### src/design/zero_run_length_decoder_top_defines.svh
// Assertion macros shared by the zero run-length decoder RTL.
// No dependencies; each asserting module includes this file in its body.
`ifndef ZERO_RUN_LENGTH_DECODER_TOP_DEFINES_SVH
`define ZERO_RUN_LENGTH_DECODER_TOP_DEFINES_SVH
`ifndef SYNTH
`define ZRLD_ASSERT_IMP(label, ante, cons, msg) \
    label: assert property (@(posedge clk) disable iff (!rst_n) (ante) |-> (cons)) \
        else $error(msg);
`define ZRLD_ASSERT_NEXT(label, ante, cons, msg) \
    label: assert property (@(posedge clk) disable iff (!rst_n) (ante) |=> (cons)) \
        else $error(msg);
`else
`define ZRLD_ASSERT_IMP(label, ante, cons, msg)
`define ZRLD_ASSERT_NEXT(label, ante, cons, msg)
`endif
`endif

### src/design/zrld_pkg.sv
// Shared types and constants for the zero run-length decoder.
// No dependencies; used by the interfaces and every module.
package zrld_pkg;

    localparam int POS_W         = 48;
    localparam int LEN_W         = 32;
    localparam int BYTE_W        = 8;
    localparam int LEN_BYTES     = 4;
    localparam int LEN_CNT_W     = $clog2(LEN_BYTES);
    localparam int QUEUE_DEPTH   = 4;
    localparam int CFG_INDEX_W   = 2;

    localparam logic [BYTE_W-1:0] TAG_ZERO = 8'h00;
    localparam logic [BYTE_W-1:0] TAG_LIT  = 8'h01;

    localparam logic [CFG_INDEX_W-1:0] CFG_DECODED_TOTAL = 2'd0;
    localparam logic [CFG_INDEX_W-1:0] CFG_ENCODED_TOTAL = 2'd1;

    typedef enum logic [1:0] {
        KIND_LITERAL,
        KIND_ZERO_RUN,
        KIND_FINISHED,
        KIND_ERROR
    } kind_t;

    typedef enum logic [2:0] {
        ERR_NONE,
        ERR_OFFSET,
        ERR_WIRE_OVERRUN,
        ERR_TAG,
        ERR_ZERO_LEN,
        ERR_LOGICAL_OVERRUN,
        ERR_TRUNCATED,
        ERR_TRAILING
    } err_code_t;

    typedef enum logic [2:0] {
        OP_NONE,
        OP_ERR,
        OP_FIN,
        OP_LEN,
        OP_LIT
    } cmd_op_t;

    typedef struct packed {
        cmd_op_t           op;
        err_code_t         code;
        logic [BYTE_W-1:0] data;
        logic [LEN_W-1:0]  len;
        logic              zero_run;
    } cmd_t;

endpackage

### src/design/zrld_intf.sv
// Channel interfaces of the zero run-length decoder: stream, result, cfg.
// Depends on zrld_pkg.
interface zrld_stream_if;
    import zrld_pkg::*;
    logic              valid;
    logic              ready;
    logic              func;
    logic [BYTE_W-1:0] wire_byte;
    logic [POS_W-1:0]  byte_position;
    modport source (output valid, func, wire_byte, byte_position, input ready);
    modport sink (input valid, func, wire_byte, byte_position, output ready);
endinterface

interface zrld_result_if;
    import zrld_pkg::*;
    logic              valid;
    logic              ready;
    kind_t             kind;
    logic [BYTE_W-1:0] data_byte;
    logic [LEN_W-1:0]  run_length;
    logic [POS_W-1:0]  logical_offset;
    err_code_t         error_code;
    modport source (output valid, kind, data_byte, run_length, logical_offset, error_code,
                    input ready);
    modport sink (input valid, kind, data_byte, run_length, logical_offset, error_code,
                  output ready);
endinterface

interface zrld_cfg_if;
    import zrld_pkg::*;
    logic                   valid;
    logic                   ready;
    logic [CFG_INDEX_W-1:0] index;
    logic [POS_W-1:0]       data;
    modport source (output valid, index, data, input ready);
    modport sink (input valid, index, data, output ready);
endinterface

### src/design/zrld_front.sv
// Front end: accepts stream beats, parses records, checks wire offsets and size.
// Depends on zrld_pkg and zrld_stream_if; pushes one command per beat into the queue.
module zrld_front (
    input  logic                       clk,
    input  logic                       rst_n,
    zrld_stream_if.sink                stream,
    input  logic [zrld_pkg::POS_W-1:0] encoded_total,
    input  logic                       q_full,
    output logic                       push,
    output zrld_pkg::cmd_t             cmd
);
    import zrld_pkg::*;

    typedef enum logic [1:0] {
        PH_TAG,
        PH_LEN,
        PH_LIT
    } phase_t;

    phase_t                phase_reg, phase_next;
    logic                  zero_run_reg, zero_run_next;
    logic [LEN_W-1:0]      len_acc_reg, len_acc_next;
    logic [LEN_CNT_W-1:0]  len_cnt_reg, len_cnt_next;
    logic [LEN_W-1:0]      remaining_reg, remaining_next;
    logic [POS_W-1:0]      consumed_reg, consumed_next;
    logic [LEN_W-1:0]      acc_new;

    assign stream.ready = !q_full;
    assign push         = stream.valid && !q_full;
    assign acc_new      = len_acc_reg | (LEN_W'(stream.wire_byte) << {len_cnt_reg, 3'b000});

    always_comb
    begin
        phase_next     = phase_reg;
        zero_run_next  = zero_run_reg;
        len_acc_next   = len_acc_reg;
        len_cnt_next   = len_cnt_reg;
        remaining_next = remaining_reg;
        consumed_next  = consumed_reg;
        cmd.op         = OP_NONE;
        cmd.code       = ERR_NONE;
        cmd.data       = stream.wire_byte;
        cmd.len        = acc_new;
        cmd.zero_run   = zero_run_reg;
        if (push)
        begin
            if (stream.func)
            begin
                cmd.op = OP_FIN;
                if (consumed_reg != encoded_total || phase_reg != PH_TAG)
                begin
                    cmd.code = ERR_TRUNCATED;
                end
            end
            else if (stream.byte_position != consumed_reg)
            begin
                cmd.op   = OP_ERR;
                cmd.code = ERR_OFFSET;
            end
            else if (consumed_reg >= encoded_total)
            begin
                cmd.op   = OP_ERR;
                cmd.code = ERR_WIRE_OVERRUN;
            end
            else
            begin
                consumed_next = consumed_reg + POS_W'(1);
                case (phase_reg)
                    PH_LEN:
                    begin
                        len_acc_next = acc_new;
                        len_cnt_next = len_cnt_reg + LEN_CNT_W'(1);
                        if (len_cnt_reg == LEN_CNT_W'(LEN_BYTES - 1))
                        begin
                            if (acc_new == '0)
                            begin
                                cmd.op   = OP_ERR;
                                cmd.code = ERR_ZERO_LEN;
                            end
                            else
                            begin
                                cmd.op         = OP_LEN;
                                remaining_next = acc_new;
                                phase_next     = zero_run_reg ? PH_TAG : PH_LIT;
                            end
                        end
                    end
                    PH_LIT:
                    begin
                        cmd.op         = OP_LIT;
                        remaining_next = remaining_reg - LEN_W'(1);
                        if (remaining_reg == LEN_W'(1))
                        begin
                            phase_next = PH_TAG;
                        end
                    end
                    default:
                    begin
                        if (!(stream.wire_byte inside {TAG_ZERO, TAG_LIT}))
                        begin
                            cmd.op   = OP_ERR;
                            cmd.code = ERR_TAG;
                        end
                        else
                        begin
                            zero_run_next = (stream.wire_byte == TAG_ZERO);
                            len_acc_next  = '0;
                            len_cnt_next  = '0;
                            phase_next    = PH_LEN;
                        end
                    end
                endcase
            end
        end
    end

    always_ff @(posedge clk or negedge rst_n)
    begin
        if (!rst_n)
        begin
            phase_reg     <= PH_TAG;
            zero_run_reg  <= 1'b0;
            len_acc_reg   <= '0;
            len_cnt_reg   <= '0;
            remaining_reg <= '0;
            consumed_reg  <= '0;
        end
        else
        begin
            phase_reg     <= phase_next;
            zero_run_reg  <= zero_run_next;
            len_acc_reg   <= len_acc_next;
            len_cnt_reg   <= len_cnt_next;
            remaining_reg <= remaining_next;
            consumed_reg  <= consumed_next;
        end
    end

endmodule

### src/design/zrld_fifo.sv
// Command queue between front and back end.
// Depends on zrld_pkg for the command type and depth; uses the assertion macros.
module zrld_fifo (
    input  logic           clk,
    input  logic           rst_n,
    input  logic           push,
    input  zrld_pkg::cmd_t push_data,
    input  logic           pop,
    output zrld_pkg::cmd_t pop_data,
    output logic           full,
    output logic           not_empty
);
    import zrld_pkg::*;
    `include "zero_run_length_decoder_top_defines.svh"

    localparam int PTR_W = (QUEUE_DEPTH > 1) ? $clog2(QUEUE_DEPTH) : 1;
    localparam int CNT_W = $clog2(QUEUE_DEPTH + 1);

    cmd_t              entries [QUEUE_DEPTH];
    logic [PTR_W-1:0]  wr_ptr_reg, rd_ptr_reg;
    logic [CNT_W-1:0]  count_reg;
    logic              do_pop;

    assign full      = (count_reg == CNT_W'(QUEUE_DEPTH));
    assign not_empty = (count_reg != '0);
    assign pop_data  = entries[rd_ptr_reg];
    assign do_pop    = pop && not_empty;

    always_ff @(posedge clk)
    begin
        if (push)
        begin
            entries[wr_ptr_reg] <= push_data;
        end
    end

    always_ff @(posedge clk or negedge rst_n)
    begin
        if (!rst_n)
        begin
            wr_ptr_reg <= '0;
            rd_ptr_reg <= '0;
            count_reg  <= '0;
        end
        else
        begin
            if (push)
            begin
                wr_ptr_reg <= (wr_ptr_reg == PTR_W'(QUEUE_DEPTH - 1)) ? '0
                                                                     : wr_ptr_reg + PTR_W'(1);
            end
            if (do_pop)
            begin
                rd_ptr_reg <= (rd_ptr_reg == PTR_W'(QUEUE_DEPTH - 1)) ? '0
                                                                     : rd_ptr_reg + PTR_W'(1);
            end
            if (push && !do_pop)
            begin
                count_reg <= count_reg + CNT_W'(1);
            end
            else if (do_pop && !push)
            begin
                count_reg <= count_reg - CNT_W'(1);
            end
        end
    end

    `ZRLD_ASSERT_IMP(a_count_bound, 1'b1, count_reg <= CNT_W'(QUEUE_DEPTH), "queue count over depth")
    `ZRLD_ASSERT_NEXT(a_push_grows, push && !do_pop, count_reg == CNT_W'($past(count_reg) + 1'b1), "push lost")

endmodule

### src/design/zrld_back.sv
// Back end: tracks decoded bytes, checks logical room, holds the sticky error.
// Depends on zrld_pkg and zrld_result_if; drives the registered result channel.
module zrld_back (
    input  logic                       clk,
    input  logic                       rst_n,
    input  logic                       q_valid,
    input  zrld_pkg::cmd_t             entry,
    output logic                       pop,
    input  logic [zrld_pkg::POS_W-1:0] decoded_total,
    zrld_result_if.source              result
);
    import zrld_pkg::*;
    `include "zero_run_length_decoder_top_defines.svh"

    err_code_t          sticky_reg, sticky_next;
    logic [POS_W-1:0]   produced_reg, produced_next;
    logic               out_valid_reg;
    kind_t              out_kind_reg, kind_next;
    logic [BYTE_W-1:0]  out_data_reg, data_next;
    logic [LEN_W-1:0]   out_run_reg, run_next;
    logic [POS_W-1:0]   out_offset_reg;
    err_code_t          out_code_reg, code_next;
    logic               has_result;
    logic [POS_W-1:0]   room;
    logic               room_len;
    logic               room_one;

    assign pop      = q_valid && (!out_valid_reg || result.ready);
    assign room     = decoded_total - produced_reg;
    assign room_len = (produced_reg <= decoded_total) && (POS_W'(entry.len) <= room);
    assign room_one = produced_reg < decoded_total;

    always_comb
    begin
        has_result    = 1'b0;
        kind_next     = KIND_ERROR;
        data_next     = '0;
        run_next      = '0;
        code_next     = ERR_NONE;
        sticky_next   = sticky_reg;
        produced_next = produced_reg;
        if (sticky_reg != ERR_NONE)
        begin
            has_result = 1'b1;
            code_next  = sticky_reg;
        end
        else
        begin
            case (entry.op)
                OP_ERR:
                begin
                    has_result = 1'b1;
                    code_next  = entry.code;
                end
                OP_FIN:
                begin
                    has_result = 1'b1;
                    if (entry.code != ERR_NONE)
                    begin
                        code_next = entry.code;
                    end
                    else if (produced_reg != decoded_total)
                    begin
                        code_next = ERR_TRAILING;
                    end
                    else
                    begin
                        kind_next = KIND_FINISHED;
                    end
                end
                OP_LEN:
                begin
                    if (!room_len)
                    begin
                        has_result = 1'b1;
                        code_next  = ERR_LOGICAL_OVERRUN;
                    end
                    else if (entry.zero_run)
                    begin
                        has_result    = 1'b1;
                        kind_next     = KIND_ZERO_RUN;
                        run_next      = entry.len;
                        produced_next = produced_reg + POS_W'(entry.len);
                    end
                end
                OP_LIT:
                begin
                    has_result = 1'b1;
                    if (!room_one)
                    begin
                        code_next = ERR_LOGICAL_OVERRUN;
                    end
                    else
                    begin
                        kind_next     = KIND_LITERAL;
                        data_next     = entry.data;
                        run_next      = LEN_W'(1);
                        produced_next = produced_reg + POS_W'(1);
                    end
                end
                default:
                begin
                    has_result = 1'b0;
                end
            endcase
            sticky_next = code_next;
        end
    end

    always_ff @(posedge clk or negedge rst_n)
    begin
        if (!rst_n)
        begin
            sticky_reg    <= ERR_NONE;
            produced_reg  <= '0;
            out_valid_reg <= 1'b0;
        end
        else if (pop)
        begin
            sticky_reg    <= sticky_next;
            produced_reg  <= produced_next;
            out_valid_reg <= has_result;
        end
        else if (result.ready)
        begin
            out_valid_reg <= 1'b0;
        end
    end

    always_ff @(posedge clk)
    begin
        if (pop && has_result)
        begin
            out_kind_reg   <= kind_next;
            out_data_reg   <= data_next;
            out_run_reg    <= run_next;
            out_offset_reg <= produced_reg;
            out_code_reg   <= code_next;
        end
    end

    assign result.valid          = out_valid_reg;
    assign result.kind           = out_kind_reg;
    assign result.data_byte      = out_data_reg;
    assign result.run_length     = out_run_reg;
    assign result.logical_offset = out_offset_reg;
    assign result.error_code     = out_code_reg;

    `ZRLD_ASSERT_NEXT(a_sticky_holds, sticky_reg != ERR_NONE, sticky_reg == $past(sticky_reg), "sticky error changed")
    `ZRLD_ASSERT_NEXT(a_frozen_on_error, sticky_reg != ERR_NONE, produced_reg == $past(produced_reg), "count moved after error")
    `ZRLD_ASSERT_IMP(a_error_kind, out_valid_reg, (out_kind_reg == KIND_ERROR) == (out_code_reg != ERR_NONE), "error code and kind disagree")

endmodule

### src/design/zero_run_length_decoder_top.sv
// Zero run-length decoder top level: config registers, front end, queue, back end.
// Depends on zrld_pkg, zrld_intf, zrld_front, zrld_fifo and zrld_back.
//
// Channel  Direction  Handshake    Payload
// stream   in         valid/ready  func, wire_byte, byte_position
// result   out        valid/ready  kind, data_byte, run_length, logical_offset, error_code
// cfg      in         valid/ready  index, data (ready always high)
//
// Sustains one beat per cycle unless the queue is full; the front end parses a byte in
// the cycle it is accepted. Its result passes through the queue, then the result register.
// The four-entry queue lets stream keep flowing for four beats while result is stalled.
// Reset clears parse state, counters, sticky error and both size registers; no clearing pass.
module zero_run_length_decoder_top (
    input  logic          clk,
    input  logic          rst_n,
    zrld_stream_if.sink   stream,
    zrld_result_if.source result,
    zrld_cfg_if.sink      cfg
);
    import zrld_pkg::*;

    logic [POS_W-1:0] decoded_total_reg;
    logic [POS_W-1:0] encoded_total_reg;
    logic             q_full;
    logic             q_not_empty;
    logic             push;
    logic             pop;
    cmd_t             push_cmd;
    cmd_t             head_cmd;

    assign cfg.ready = 1'b1;

    always_ff @(posedge clk or negedge rst_n)
    begin
        if (!rst_n)
        begin
            decoded_total_reg <= '0;
            encoded_total_reg <= '0;
        end
        else if (cfg.valid)
        begin
            case (cfg.index)
                CFG_DECODED_TOTAL: decoded_total_reg <= cfg.data;
                CFG_ENCODED_TOTAL: encoded_total_reg <= cfg.data;
                default:           decoded_total_reg <= decoded_total_reg;
            endcase
        end
    end

    zrld_front u_front (
        .clk           (clk),
        .rst_n         (rst_n),
        .stream        (stream),
        .encoded_total (encoded_total_reg),
        .q_full        (q_full),
        .push          (push),
        .cmd           (push_cmd)
    );

    zrld_fifo u_fifo (
        .clk       (clk),
        .rst_n     (rst_n),
        .push      (push),
        .push_data (push_cmd),
        .pop       (pop),
        .pop_data  (head_cmd),
        .full      (q_full),
        .not_empty (q_not_empty)
    );

    zrld_back u_back (
        .clk           (clk),
        .rst_n         (rst_n),
        .q_valid       (q_not_empty),
        .entry         (head_cmd),
        .pop           (pop),
        .decoded_total (decoded_total_reg),
        .result        (result)
    );

endmodule

### src/flat_wrapper.sv
// flat-port wrapper written by rule: the top's interface ports become plain ports
module zero_run_length_decoder_top_flat import zrld_pkg::*;
  (clk, rst_n, stream_valid, stream_func, stream_wire_byte, stream_byte_position, stream_ready, result_valid, result_kind, result_data_byte, result_run_length, result_logical_offset, result_error_code, result_ready, cfg_valid, cfg_index, cfg_data, cfg_ready);
  zrld_stream_if stream_i ();
  zrld_result_if result_i ();
  zrld_cfg_if cfg_i ();
  input  logic clk;
  input  logic rst_n;
  input wire logic [$bits(stream_i.valid)-1:0] stream_valid;
  input wire logic [$bits(stream_i.func)-1:0] stream_func;
  input wire logic [$bits(stream_i.wire_byte)-1:0] stream_wire_byte;
  input wire logic [$bits(stream_i.byte_position)-1:0] stream_byte_position;
  output wire logic [$bits(stream_i.ready)-1:0] stream_ready;
  output wire logic [$bits(result_i.valid)-1:0] result_valid;
  output wire logic [$bits(result_i.kind)-1:0] result_kind;
  output wire logic [$bits(result_i.data_byte)-1:0] result_data_byte;
  output wire logic [$bits(result_i.run_length)-1:0] result_run_length;
  output wire logic [$bits(result_i.logical_offset)-1:0] result_logical_offset;
  output wire logic [$bits(result_i.error_code)-1:0] result_error_code;
  input wire logic [$bits(result_i.ready)-1:0] result_ready;
  input wire logic [$bits(cfg_i.valid)-1:0] cfg_valid;
  input wire logic [$bits(cfg_i.index)-1:0] cfg_index;
  input wire logic [$bits(cfg_i.data)-1:0] cfg_data;
  output wire logic [$bits(cfg_i.ready)-1:0] cfg_ready;
  assign stream_i.valid = stream_valid;
  assign stream_i.func = stream_func;
  assign stream_i.wire_byte = stream_wire_byte;
  assign stream_i.byte_position = stream_byte_position;
  assign stream_ready = stream_i.ready;
  assign result_valid = result_i.valid;
  assign result_kind = result_i.kind;
  assign result_data_byte = result_i.data_byte;
  assign result_run_length = result_i.run_length;
  assign result_logical_offset = result_i.logical_offset;
  assign result_error_code = result_i.error_code;
  assign result_i.ready = result_ready;
  assign cfg_i.valid = cfg_valid;
  assign cfg_i.index = cfg_index;
  assign cfg_i.data = cfg_data;
  assign cfg_ready = cfg_i.ready;
  zero_run_length_decoder_top u_core (.clk(clk), .rst_n(rst_n), .stream(stream_i), .result(result_i), .cfg(cfg_i));
endmodule
### config.mk
export PLATFORM = sky130hd
export DESIGN_NAME = zero_run_length_decoder_top_flat
export DESIGN_NICKNAME = d
export VERILOG_FILES = /design/src/design/zrld_pkg.sv /design/src/design/zrld_intf.sv /design/src/design/zrld_front.sv /design/src/design/zrld_fifo.sv /design/src/design/zrld_back.sv /design/src/design/zero_run_length_decoder_top.sv /design/src/flat_wrapper.sv
export VERILOG_INCLUDE_DIRS = /design/src /design/src/design
export SDC_FILE = /design/constraint.sdc
export NUM_CORES = 1
export LEC_CHECK = 0
export BUFFER_PORTS_ARGS = -buffer_cell sky130_fd_sc_hd__buf_2
export CAP_MARGIN = 10
export CORE_UTILIZATION = 26
export CTS_CLUSTER_DIAMETER = 30
export CTS_CLUSTER_SIZE = 20
export DETAILED_ROUTE_END_ITERATION = 7
export PLACE_DENSITY = 0.37
export SYNTH_ARGS = -nofsm -noshare
export SYNTH_HDL_FRONTEND = slang
export SYNTH_SLANG_ARGS = --single-unit
### constraint.sdc
create_clock -name clk -period 14.2 [get_ports clk]
set_input_delay 0.71 -clock clk [delete_from_list [all_inputs] [get_ports clk]]
set_output_delay 0.71 -clock clk [all_outputs]
set_load 0.01 [all_outputs]
==> results of run 1 <==
==> kinds of logic (layout without fill, tap and decap cells) <==
kind of cell,count (synthesis),in the layout,synth area share
buffers and inverters,230,665,0.0305
multiplexers,182,182,0.0864
AO/OA/AOI/OAI,494,494,0.106
XOR/XNOR,179,179,0.0532
AND/OR/NAND/NOR,745,745,0.130
other,1,5,0.000127
adder cells (fa/ha/maj),177,177,0.0759
flip-flops,553,553,0.517
==> critical path, cell delays in order (launching register included) <==
cell	delay, ps
dfrtp_1	410
inv_1	120
ha_1	320
nor2b_1	150
o2111ai_1	250
a21oi_1	190
o2111ai_1	320
o21ai_1	230
or2_2	370
a21oi_1	290
o21ai_0	180
xnor2_1	160
ha_1	290
nand4_1	150
or3_1	370
o221ai_1	200
a21o_1	160
o311ai_1	120
a31oi_1	200
o2111ai_1	140
or4_4	450
nor4_4	340
nor3_1	120
nor3_2	160
buf_4	430
buf_4	770
==> per-layer routing <==
layer	wire, um	global-route usage	part of all wire
met5	12	0	0.00013
met4	2140	0.0524	0.023
met3	4120	0.0349	0.043
met2	44200	0.267	0.47
met1	44200	0.220	0.47
==> cell type report <==
type | instances | share of cell area
timing repair buffer | 228 | 0.0321
inverter | 149 | 0.0149
tap | 1500 | 0.0499
sequential | 553 | 0.405
clock inverter | 77 | 0.0274
clock buffer | 211 | 0.115
antenna | 4 | 0.000266
multi-input combinational | 1778 | 0.355
==> report_power, final <==
group	total (uW)	internal [uW]	switching (uW)
Sequential	2420	2190	228
Clock	3490	2420	1070
Combinational	3770	1470	2310
==> through the flow <==
step | utilization | instances | hold slack [ps] | power (uW) | area (sq um)
floorplan | - | 2561 | 414 | 5030 | 29500
detailed placement | 0.287 | 4207 | 472 | 6260 | 32200
finish | 0.334 | 4500 | 178 | 9680 | 37600
CTS | 0.334 | 4496 | 114 | 9830 | 37600
global placement | 0.287 | 4207 | 463 | 6250 | 32200
global route | 0.334 | 4496 | 142 | 10300 | 37600
==> how the worst min path moves through the flow <==
stage	endpoint	depth (start not counted)	startpoint	slack (ps)
6_report	u_core.u_back.result.valid$_DFFE_PN0P_	2	result_ready	180
3_5_place_dp	u_core.u_front.len_acc_reg[29]$_DFFE_PN0P_	2	u_core.u_front.len_acc_reg[29]$_DFFE_PN0P_	470
2_1_floorplan	u_core.decoded_total_reg[0]$_DFFE_PN0P_	0	rst_n	410
5_1_grt	u_core.u_back.result.valid$_DFFE_PN0P_	2	result_ready	140
4_1_cts	u_core.u_back.result.valid$_DFFE_PN0P_	2	result_ready	110
3_3_place_gp	u_core.u_front.len_acc_reg[5]$_DFFE_PN0P_	2	u_core.u_front.len_acc_reg[5]$_DFFE_PN0P_	460
==> cell usage after synthesis, types with 10 or more instances <==
library cell | count | share of area
and2_1 | 73 | 0.015
buf_1 | 11 | 0.0014
nor4_1 | 25 | 0.0053
xnor2_1 | 136 | 0.040
dfrtp_1 | 272 | 0.23
or3_1 | 10 | 0.0021
o211ai_1 | 13 | 0.0033
edfxtp_1 | 281 | 0.29
o22ai_1 | 18 | 0.0038
nand2b_1 | 20 | 0.0042
ha_1 | 174 | 0.074
nand3_1 | 64 | 0.011
a31oi_1 | 15 | 0.0032
clkbuf_1 | 58 | 0.0074
and3_1 | 33 | 0.0070
nor3_1 | 51 | 0.0087
nor2_1 | 115 | 0.015
o21bai_1 | 12 | 0.0031
a21o_1 | 84 | 0.021
inv_1 | 149 | 0.019
o21a_1 | 15 | 0.0038
mux2i_1 | 32 | 0.011
nand4_1 | 74 | 0.016
mux4_2 | 47 | 0.036
xor2_1 | 43 | 0.013
mux2_2 | 99 | 0.038
nor2b_1 | 27 | 0.0057
a21oi_1 | 137 | 0.023
nand2_1 | 203 | 0.026
o21ai_0 | 119 | 0.020
==> run metrics, run 1 <==
status=complete, no violations; Clock Latency Late Sink=roughly 750 ps; clock-pin transition on the worst setup and hold timing paths=40 ps; Initial Util=0.262; average wire per cell in the routed design=between 20 and 25 um; pin count of the biggest net entering global routing=80; yosys warns=0; Synth Net Count=between 2k and 3k; CTS root buf=clkbuf_16; Max FO, Critical Path=59; Slew HR=0.264; Final Setup Violations=0; most frequent cells in the layout=edfxtp_1 (281), dfrtp_1 (270), buf_2 (205); Critical R2R Launch=u_core.u_back.produced_reg[1]$_DFFE_PN0P_; die area=115000 sq um; Setup TNS=0 ps; DRC Markers=0; final worst-path setup slack=6830 ps; vias in the first global route=around 22k; Post CTS Setup Buffer Count=0; area of the multi-input gates=between 10000 and 15000 sq um; WP data required=14540 ps; fin. max-slew vios=0; Worst Reg-to-Reg Cells=25; Routed WL=about 95 mm; RSZ-0062 raised after global routing=no; reg2reg end=u_core.u_back.result.logical_offset[10]$_DFFE_PP_; height of the die=339 um; FF+latch area=15200 sq um; fraction of layout cells with a size suffix above 1=0.223; Leak=0.0159 uW; fmax=0.136 GHz; first-pass GRT wire length=around 140 mm; worst min path class=in2reg; GRT overflow=0; WP data arrival=7710 ps; max FFs per register=approximately 190; TritonCTS buffer count=around 160; Tcrit/Tclk final=0.519; worst-margin pin slew=1100 ps; critical path capture point type=flop; CTS resizes=0; RePlAce Congestion=around 0.90; register area share after synthesis=0.517; flops & latches, synth=553; CP startpoint=u_core.u_back.produced_reg[1]$_DFFE_PN0P_; I/O pin count=approximately 210; synth unique cells=84; DP HPWL=slightly below 70 mm; Max-Cap Viols=0; post-route ant nets=0; Post-synth EDFFs=between 200 and 300; drt first pass iters=5; commonest non-fill, non-tap cell in the layout=edfxtp_1; WS Path Type=reg2reg; vias per inst=4.74; Synth Flop Type=edfxtp_1; Synth Cell Area=between 20000 and 30000 sq um; area growth from synthesis to layout=27.6%; CP startpoint kind=flop; Pwr Density=258 nW/um^2; cts hold-fix bufs=1; GRT Total Usage=0.165; final-layout fill cell count=~11k; end of the critical path=u_core.u_back.result.logical_offset[10]$_DFFE_PP_; mean post-synth cell area=approximately 12 sq um; total core area=~110000 sq um; Mapped Cells=2561; Clock Path Buffers=3; Reg with most FFs=u_core.u_fifo.entries; drt initial violations=1196; Fin. Hold Viols=0; clock sink count=between 500 and 600; dpl ws=roughly 6800 ps; Final nets=roughly 3.2k; CTS tree=built; htree depth=4; initial antenna violation count=2; Port Buffers=206; Site Rows=around 120; Die W=roughly 340 um; VDD IR max=171 uV; Tmin final=7370 ps; post-synthesis async set-or-reset flop share=0.492; worst reg2reg setup slack=about 6800 ps; skew final=44.8 ps; Vias=around 21k
No activity file was read; power rests on OpenSTA's default activity.
==> inputs of run 2 (changes only) <==
==> constraint.sdc (replaced) <==
create_clock -name clk -period 7.4 [get_ports clk]
set_input_delay 0.37 -clock clk [delete_from_list [all_inputs] [get_ports clk]]
set_output_delay 0.37 -clock clk [all_outputs]
set_load 0.01 [all_outputs]
==> run 2 against run 1 <==
Non-clock buffer count up 53; global-route usage is 0.14 points higher; highest routed layer is now met4; clock power is 87% higher; clock skew is 14 ps lower.
==> run metrics, run 2 (synthesis results as in run 1) <==
status=complete, no violations (unchanged); first-pass GRT wire length=144 mm (was 143 mm); RePlAce Congestion=0.934 (was 0.897); pin count of the biggest net entering global routing=140 (was 80); WP buf/inv=2 (was 3); Slew HR=0.254 (was 0.264); final worst-path setup slack=680 ps (was 6830 ps); height of the die=339 um (unchanged); vias per inst=4.78 (was 4.74); clock sink count=553 (unchanged); slowest cell on the critical path=or4_4 (was buf_4); Tmin final=6720 ps (was 7370 ps); Fin. Hold Viols=0 (unchanged); worst reg2reg setup slack=680 ps (was 6830 ps); GRT overflow=0 (unchanged); placed cell area=32300 sq um (was 32200 sq um); Clock Path Buffers=3 (unchanged); fin. max-slew vios=0 (unchanged); DRC Markers=0 (unchanged); final-layout fill cell count=11.2k (was 11.3k); Site Rows=123 (unchanged); htree depth=4 (unchanged); Port Buffers=206 (unchanged); CP startpoint kind=flop (unchanged); drt first pass iters=6 (was 5); most used cell, CP=o2111ai_1 (unchanged); Routed WL=95.3 mm (was 94.6 mm); initial antenna violation count=14 (was 2); dpl ws=760 ps (was 6780 ps); CTS root buf=clkbuf_16 (unchanged); worst min path class=in2reg (unchanged); skew final=30.5 ps (was 44.8 ps); FF+latch area=15200 sq um (unchanged); average wire per cell in the routed design=21.0 um (about the same); Max FO, Critical Path=21 (was 59); fmax=0.149 GHz (was 0.136 GHz); Setup TNS=0 ps (unchanged); max FFs per register=188 (unchanged); Initial Util=0.262 (unchanged); Worst path max stage delay=450 ps (was 770 ps); Tcrit/Tclk final=0.908 (was 0.519); Final nets=3198 (was 3154); WP data required=8030 ps (was 14540 ps); Pwr Density=489 nW/um^2 (was 258 nW/um^2); Vias=21.6k (was 21.3k); worst hold stages=1 (was 2); RSZ-0062 raised after global routing=no (unchanged); area of the multi-input gates=13400 sq um (about the same); commonest non-fill, non-tap cell in the layout=edfxtp_1 (unchanged); Max-Cap Viols=0 (unchanged); DP HPWL=69.5 mm (was 69.6 mm); I/O pin count=208 (unchanged); TritonCTS buffer count=146 (was 155); WP data arrival=7350 ps (was 7710 ps); destination of the worst hold path=u_core.u_fifo.entries[2][40]$_DFFE_PP_ (was u_core.u_back.result.valid$_DFFE_PN0P_); Worst Reg-to-Reg Cells=25 (unchanged); GRT Total Usage=0.166 (was 0.165); die area=115000 sq um (unchanged); Leak=0.0160 uW (was 0.0159 uW); CP startpoint=u_core.u_back.produced_reg[1]$_DFFE_PN0P_ (unchanged); worst-margin pin slew=1120 ps (was 1100 ps); Clock Latency Late Sink=730 ps (was 750 ps); critical path capture point type=flop (unchanged); Critical R2R Launch=u_core.u_back.produced_reg[1]$_DFFE_PN0P_ (unchanged); VDD IR max=259 uV (was 171 uV); Final Setup Violations=0 (unchanged); post-route cell area=38000 sq um (was 37600 sq um); post-route ant nets=0 (unchanged); Die W=339 um (unchanged); Post-Place Cells=4211 (was 4207); most frequent cells in the layout=edfxtp_1 (281), dfrtp_1 (270), buf_2 (205) (unchanged); total core area=112000 sq um (unchanged); Reg with most FFs=u_core.u_fifo.entries (unchanged); clock-pin transition on the worst setup and hold timing paths=40 ps (about the same); drt initial violations=1163 (was 1196); area growth from synthesis to layout=28.8% (was 27.6%); non-filler cells, final=4528 (was 4500); Crit path max-delay family=compound AO/OA/AOI/OAI gates (unchanged); reg2reg end=u_core.u_back.produced_reg[9]$_DFFE_PN0P_ (was u_core.u_back.result.logical_offset[10]$_DFFE_PP_); WS Path Type=reg2reg (unchanged); CTS tree=built (unchanged); vias in the first global route=22.7k (was 22.4k); fraction of layout cells with a size suffix above 1=0.217 (was 0.223); hold_sp=stream_wire_byte[7] (was result_ready)
[run 2: cell types whose count changed in the layout (fill, tap and decap cells not counted), sizes merged, moves of 2 or more]
cell / change
dlygate4sd3: +49
clkbuf: -23
clkinvlp: -8
buf: +4
bufinv: +4
inv: +3
diode: -2
[run 2: worst register-to-register path, delay by kind of cell, from the launching register on]
family | cells | cell delay (ps)
AOI/OAI and AO/OA | 12 | 2590
xor gates and xnor gates | 1 | 150
adders and majority gates | 2 | 620
buffers and inverters | 2 | 390
DFF | 1 | 420
muxes | 1 | 230
and+or+nand+nor | 7 | 2220
[run 2: layer usage]
layer	routed length, um	vias up	track usage
met5	0	-	0
met3	4260	172	0.0319
met1	43400	10700	0.219
met4	2610	0	0.0604
met2	45000	544	0.271
li1	-	10200	-
[run 2: final cells by class]
type                            instances  share of cell area
Sequential cell                       553               0.402
Multi-Input combinational cell       1778               0.352
Clock buffer                          188               0.107
Tap cell                             1500              0.0494
Timing Repair Buffer                  281              0.0465
Clock inverter                         77              0.0285
Inverter                              149              0.0147
Antenna cell                            2            0.000132
[run 2: where the power goes]
part | internal (uW) | leakage, uW | switching, uW
logic | 2890 | 0.00750 | 4570
registers | 4210 | 0.00604 | 373
clock network | 4550 | 0.00251 | 1970
total | 11600 | 0.0160 | 6910
[run 2: worst max path at each step]
stage / to / slack [ps] / cells past startpoint
after global routing: u_core.u_back.produced_reg[9]$_DFFE_PN0P_ / 320 / 25
after floorplan: u_core.u_back.result.data_byte[0]$_SDFFCE_PP0P_ / 190 / 23
after detailed placement: u_core.u_back.produced_reg[13]$_DFFE_PN0P_ / 760 / 25
after CTS: u_core.u_back.produced_reg[12]$_DFFE_PN0P_ / 680 / 25
after global placement: u_core.u_back.produced_reg[19]$_DFFE_PN0P_ / 930 / 25
final: u_core.u_back.produced_reg[9]$_DFFE_PN0P_ / 680 / 25
[run 2: per-stage QoR]
stage	hold slack (ps)	total power, uW	utilization
after floorplan	74.4	9580	-
after global placement	370	12100	0.287
after detailed placement	368	12100	0.287
after CTS	0.999	18800	0.337
after global routing	30.2	19800	0.337
final	72.7	18600	0.337
[run 2: timing repair]
action,CTS,global route
hold endpoints to repair,164,0
setup buffers,0,0
hold buffers,50,0
gates resized for setup,0,0
==> inputs of run 3 (changes only) <==
--- a/config.mk
+++ b/config.mk
@@ -9,10 +9,12 @@
 export BUFFER_PORTS_ARGS = -buffer_cell sky130_fd_sc_hd__buf_2
 export CAP_MARGIN = 10
 export CORE_UTILIZATION = 26
+export CTS_BUF_LIST = sky130_fd_sc_hd__clkbuf_2
 export CTS_CLUSTER_DIAMETER = 30
 export CTS_CLUSTER_SIZE = 20
 export DETAILED_ROUTE_END_ITERATION = 7
 export PLACE_DENSITY = 0.37
+export REMOVE_ABC_BUFFERS = 1
 export SYNTH_ARGS = -nofsm -noshare
 export SYNTH_HDL_FRONTEND = slang
 export SYNTH_SLANG_ARGS = --single-unit
==> run 3 against run 2 <==
First-iteration DRC count is 14% lower; critical path depth stayed put; via count is 0.72% higher; count of clock-buffer cells in the layout is 6 lower; clock skew is 89 ps higher; sequential share of layout area is 1.9 points higher; setup slack worse by 58 ps; die area stayed put; non-clock buffer count is 99 higher; cell count is 2.8% higher; combinational power hardly changed; register-to-register slack worse by 60 ps; critical endpoint is now u_core.u_back.produced_reg[17]$_DFFE_PN0P_; largest cell class unchanged; highest routed layer is now met5.
==> run metrics, run 3 (synthesis results as in run 1) <==
critical path capture point type=flop (unchanged); Vias=21.8k (was 21.6k); Final nets=3311 (was 3198); first-pass GRT wire length=144 mm (about the same); Post CTS Setup Buffer Count=0 (unchanged); Port Buffers=206 (unchanged); die area=115000 sq um (unchanged); fmax=0.148 GHz (was 0.149 GHz); drt first pass iters=7 (was 6); worst-margin pin slew=1080 ps (was 1120 ps); M3 GR Usage=0.0347 (was 0.0319); initial antenna violation count=5 (was 14); VDD IR max=286 uV (was 259 uV); area growth from synthesis to layout=23.0% (was 28.8%); fin. max-slew vios=0 (unchanged); final-layout fill cell count=11.5k (was 11.2k); Routed WL=95.2 mm (was 95.3 mm); I/O pin count=208 (unchanged); status=complete, no violations (unchanged); placed cell area=32300 sq um (about the same); Slew HR=0.278 (was 0.254); FF+latch area=15200 sq um (unchanged); htree depth=4 (unchanged); Leak=0.0154 uW (was 0.0160 uW); worst hold stages=3 (was 1); DRC Markers=0 (unchanged); GRT met1 Usage=0.212 (was 0.219); vias in the first global route=23.1k (was 22.7k); CTS root buf=clkbuf_2 (was clkbuf_16); RSZ-0062 raised after global routing=no (unchanged); Tot Pwr=15600 uW (was 18600 uW); GR Util met2=0.278 (was 0.271); Die W=339 um (unchanged); dpl ws=573 ps (was 760 ps); average wire per cell in the routed design=20.4 um (was 21.0 um); Pwr Density=431 nW/um^2 (was 489 nW/um^2); pin count of the biggest net entering global routing=124 (was 140); drt initial violations=1000 (was 1163); DP HPWL=68.8 mm (was 69.5 mm); WP data required=8660 ps (was 8030 ps); max FFs per register=188 (unchanged); Site Rows=123 (unchanged); CP startpoint kind=flop (unchanged); RePlAce Congestion=0.884 (was 0.934); Tmin final=6780 ps (was 6720 ps); TritonCTS buffer count=160 (was 146); final worst-path setup slack=622 ps (was 680 ps); Crit path depth=25 (unchanged); skew final=120 ps (was 30.5 ps); Worst Reg-to-Reg Cells=25 (unchanged); Post-Route Utilization=0.322 (was 0.337); worst min path class=in2reg (unchanged); Clock Latency Late Sink=1400 ps (was 730 ps); non-filler cells, final=4657 (was 4528); GRT Total Usage=0.167 (was 0.166); Crit path max-delay family=compound AO/OA/AOI/OAI gates (unchanged); post-route cell area=36300 sq um (was 38000 sq um); total core area=112000 sq um (unchanged); Tcrit/Tclk final=0.916 (was 0.908); clock sink count=553 (unchanged); most used cell, CP=o2111ai_1 (unchanged); area of the multi-input gates=13400 sq um (about the same); Clock Path Buffers=3 (unchanged); fraction of layout cells with a size suffix above 1=0.224 (was 0.217); clock-pin transition on the worst setup and hold timing paths=130 ps (was 40 ps); GRT overflow=0 (unchanged); Final Setup Violations=0 (unchanged); Reg with most FFs=u_core.u_fifo.entries (unchanged); slowest cell on the critical path=nand2_4 (was or4_4); Max-Cap Viols=0 (unchanged); Post-Place Cells=4215 (was 4211); WP buf/inv=2 (unchanged); WP data arrival=8030 ps (was 7350 ps); vias per inst=4.68 (was 4.78); post-route ant nets=0 (unchanged); grt peak-use layer=met2 (unchanged); Fin. Hold Viols=0 (unchanged); commonest non-fill, non-tap cell in the layout=edfxtp_1 (unchanged); CTS tree=built (unchanged); Initial Util=0.262 (unchanged); WS Path Type=reg2reg (unchanged); Max FO, Critical Path=24 (was 21); height of the die=339 um (unchanged); most frequent cells in the layout=edfxtp_1 (281), dfrtp_1 (270), buf_2 (205) (unchanged); Worst path max stage delay=510 ps (was 450 ps)
-- run 3: cell count changes in the layout (fill, tap and decap cells not counted), moves of 12 or more --
cell / before / now
clkbuf_16: 149 / 0
clkbuf_8: 18 / 0
dlygate4sd3_1: 50 / 144
clkbuf_1: 21 / 0
clkinv_2: 22 / 34
bufinv_16: 20 / 37
clkbuf_2: 0 / 182
-- run 3: tightest hold or removal path, delay by kind of cell --
family        cells  cell delay [ps]
buf+inv           2              690
simple gates      1              380
-- run 3: metrics by stage --
step,hold slack (ps),TNS [ps]
2_1_floorplan,74.4,-415220
3_3_place_gp,463,0
3_5_place_dp,470,0
4_1_cts,8.69,0
5_1_grt,117,0
6_report,333,0
-- run 3: final cells by class --
type	instances	share of cell area
clock buffers	182	0.0251
multi-input cells	1778	0.369
inverters	149	0.0154
repair buffers	380	0.0759
clock inverters	112	0.0424
diodes	3	0.000207
flip-flops and latches	553	0.421
well taps	1500	0.0518
-- run 3: routing by layer --
layer  vias up  share of wire
met5         -        0.00013
met4         2          0.029
met3       151          0.043
met2       505           0.48
met1     10700           0.45
li1      10500              -
-- run 3: power by group --
part	internal, uW	switching, uW
registers	4180	386
clock network	2060	1570
logic	2940	4490
total	9180	6450
-- run 3: timing repair --
action	4_1_cts	5_1_grt
endpoints found under the hold margin	930	0
hold buffers	145	0
gates resized for setup	0	0
-- run 3: path summary, 6_finish.rpt --
kind / startpoint / endpoint / slack, ps
max in group asynchronous: rst_n / u_core.u_front.len_acc_reg[2]$_DFFE_PN0P_ / 5790
min in group asynchronous: rst_n / u_core.decoded_total_reg[9]$_DFFE_PN0P_ / 690
hold reg to reg: u_core.u_back.produced_reg[25]$_DFFE_PN0P_ / u_core.u_back.result.logical_offset[25]$_DFFE_PP_ / 450
hold / removal: stream_valid / u_core.u_fifo.entries[3][27]$_DFFE_PP_ / 330
setup / recovery: u_core.u_back.produced_reg[1]$_DFFE_PN0P_ / u_core.u_back.produced_reg[17]$_DFFE_PN0P_ / 620
setup reg to reg: u_core.u_back.produced_reg[1]$_DFFE_PN0P_ / u_core.u_back.produced_reg[17]$_DFFE_PN0P_ / 620
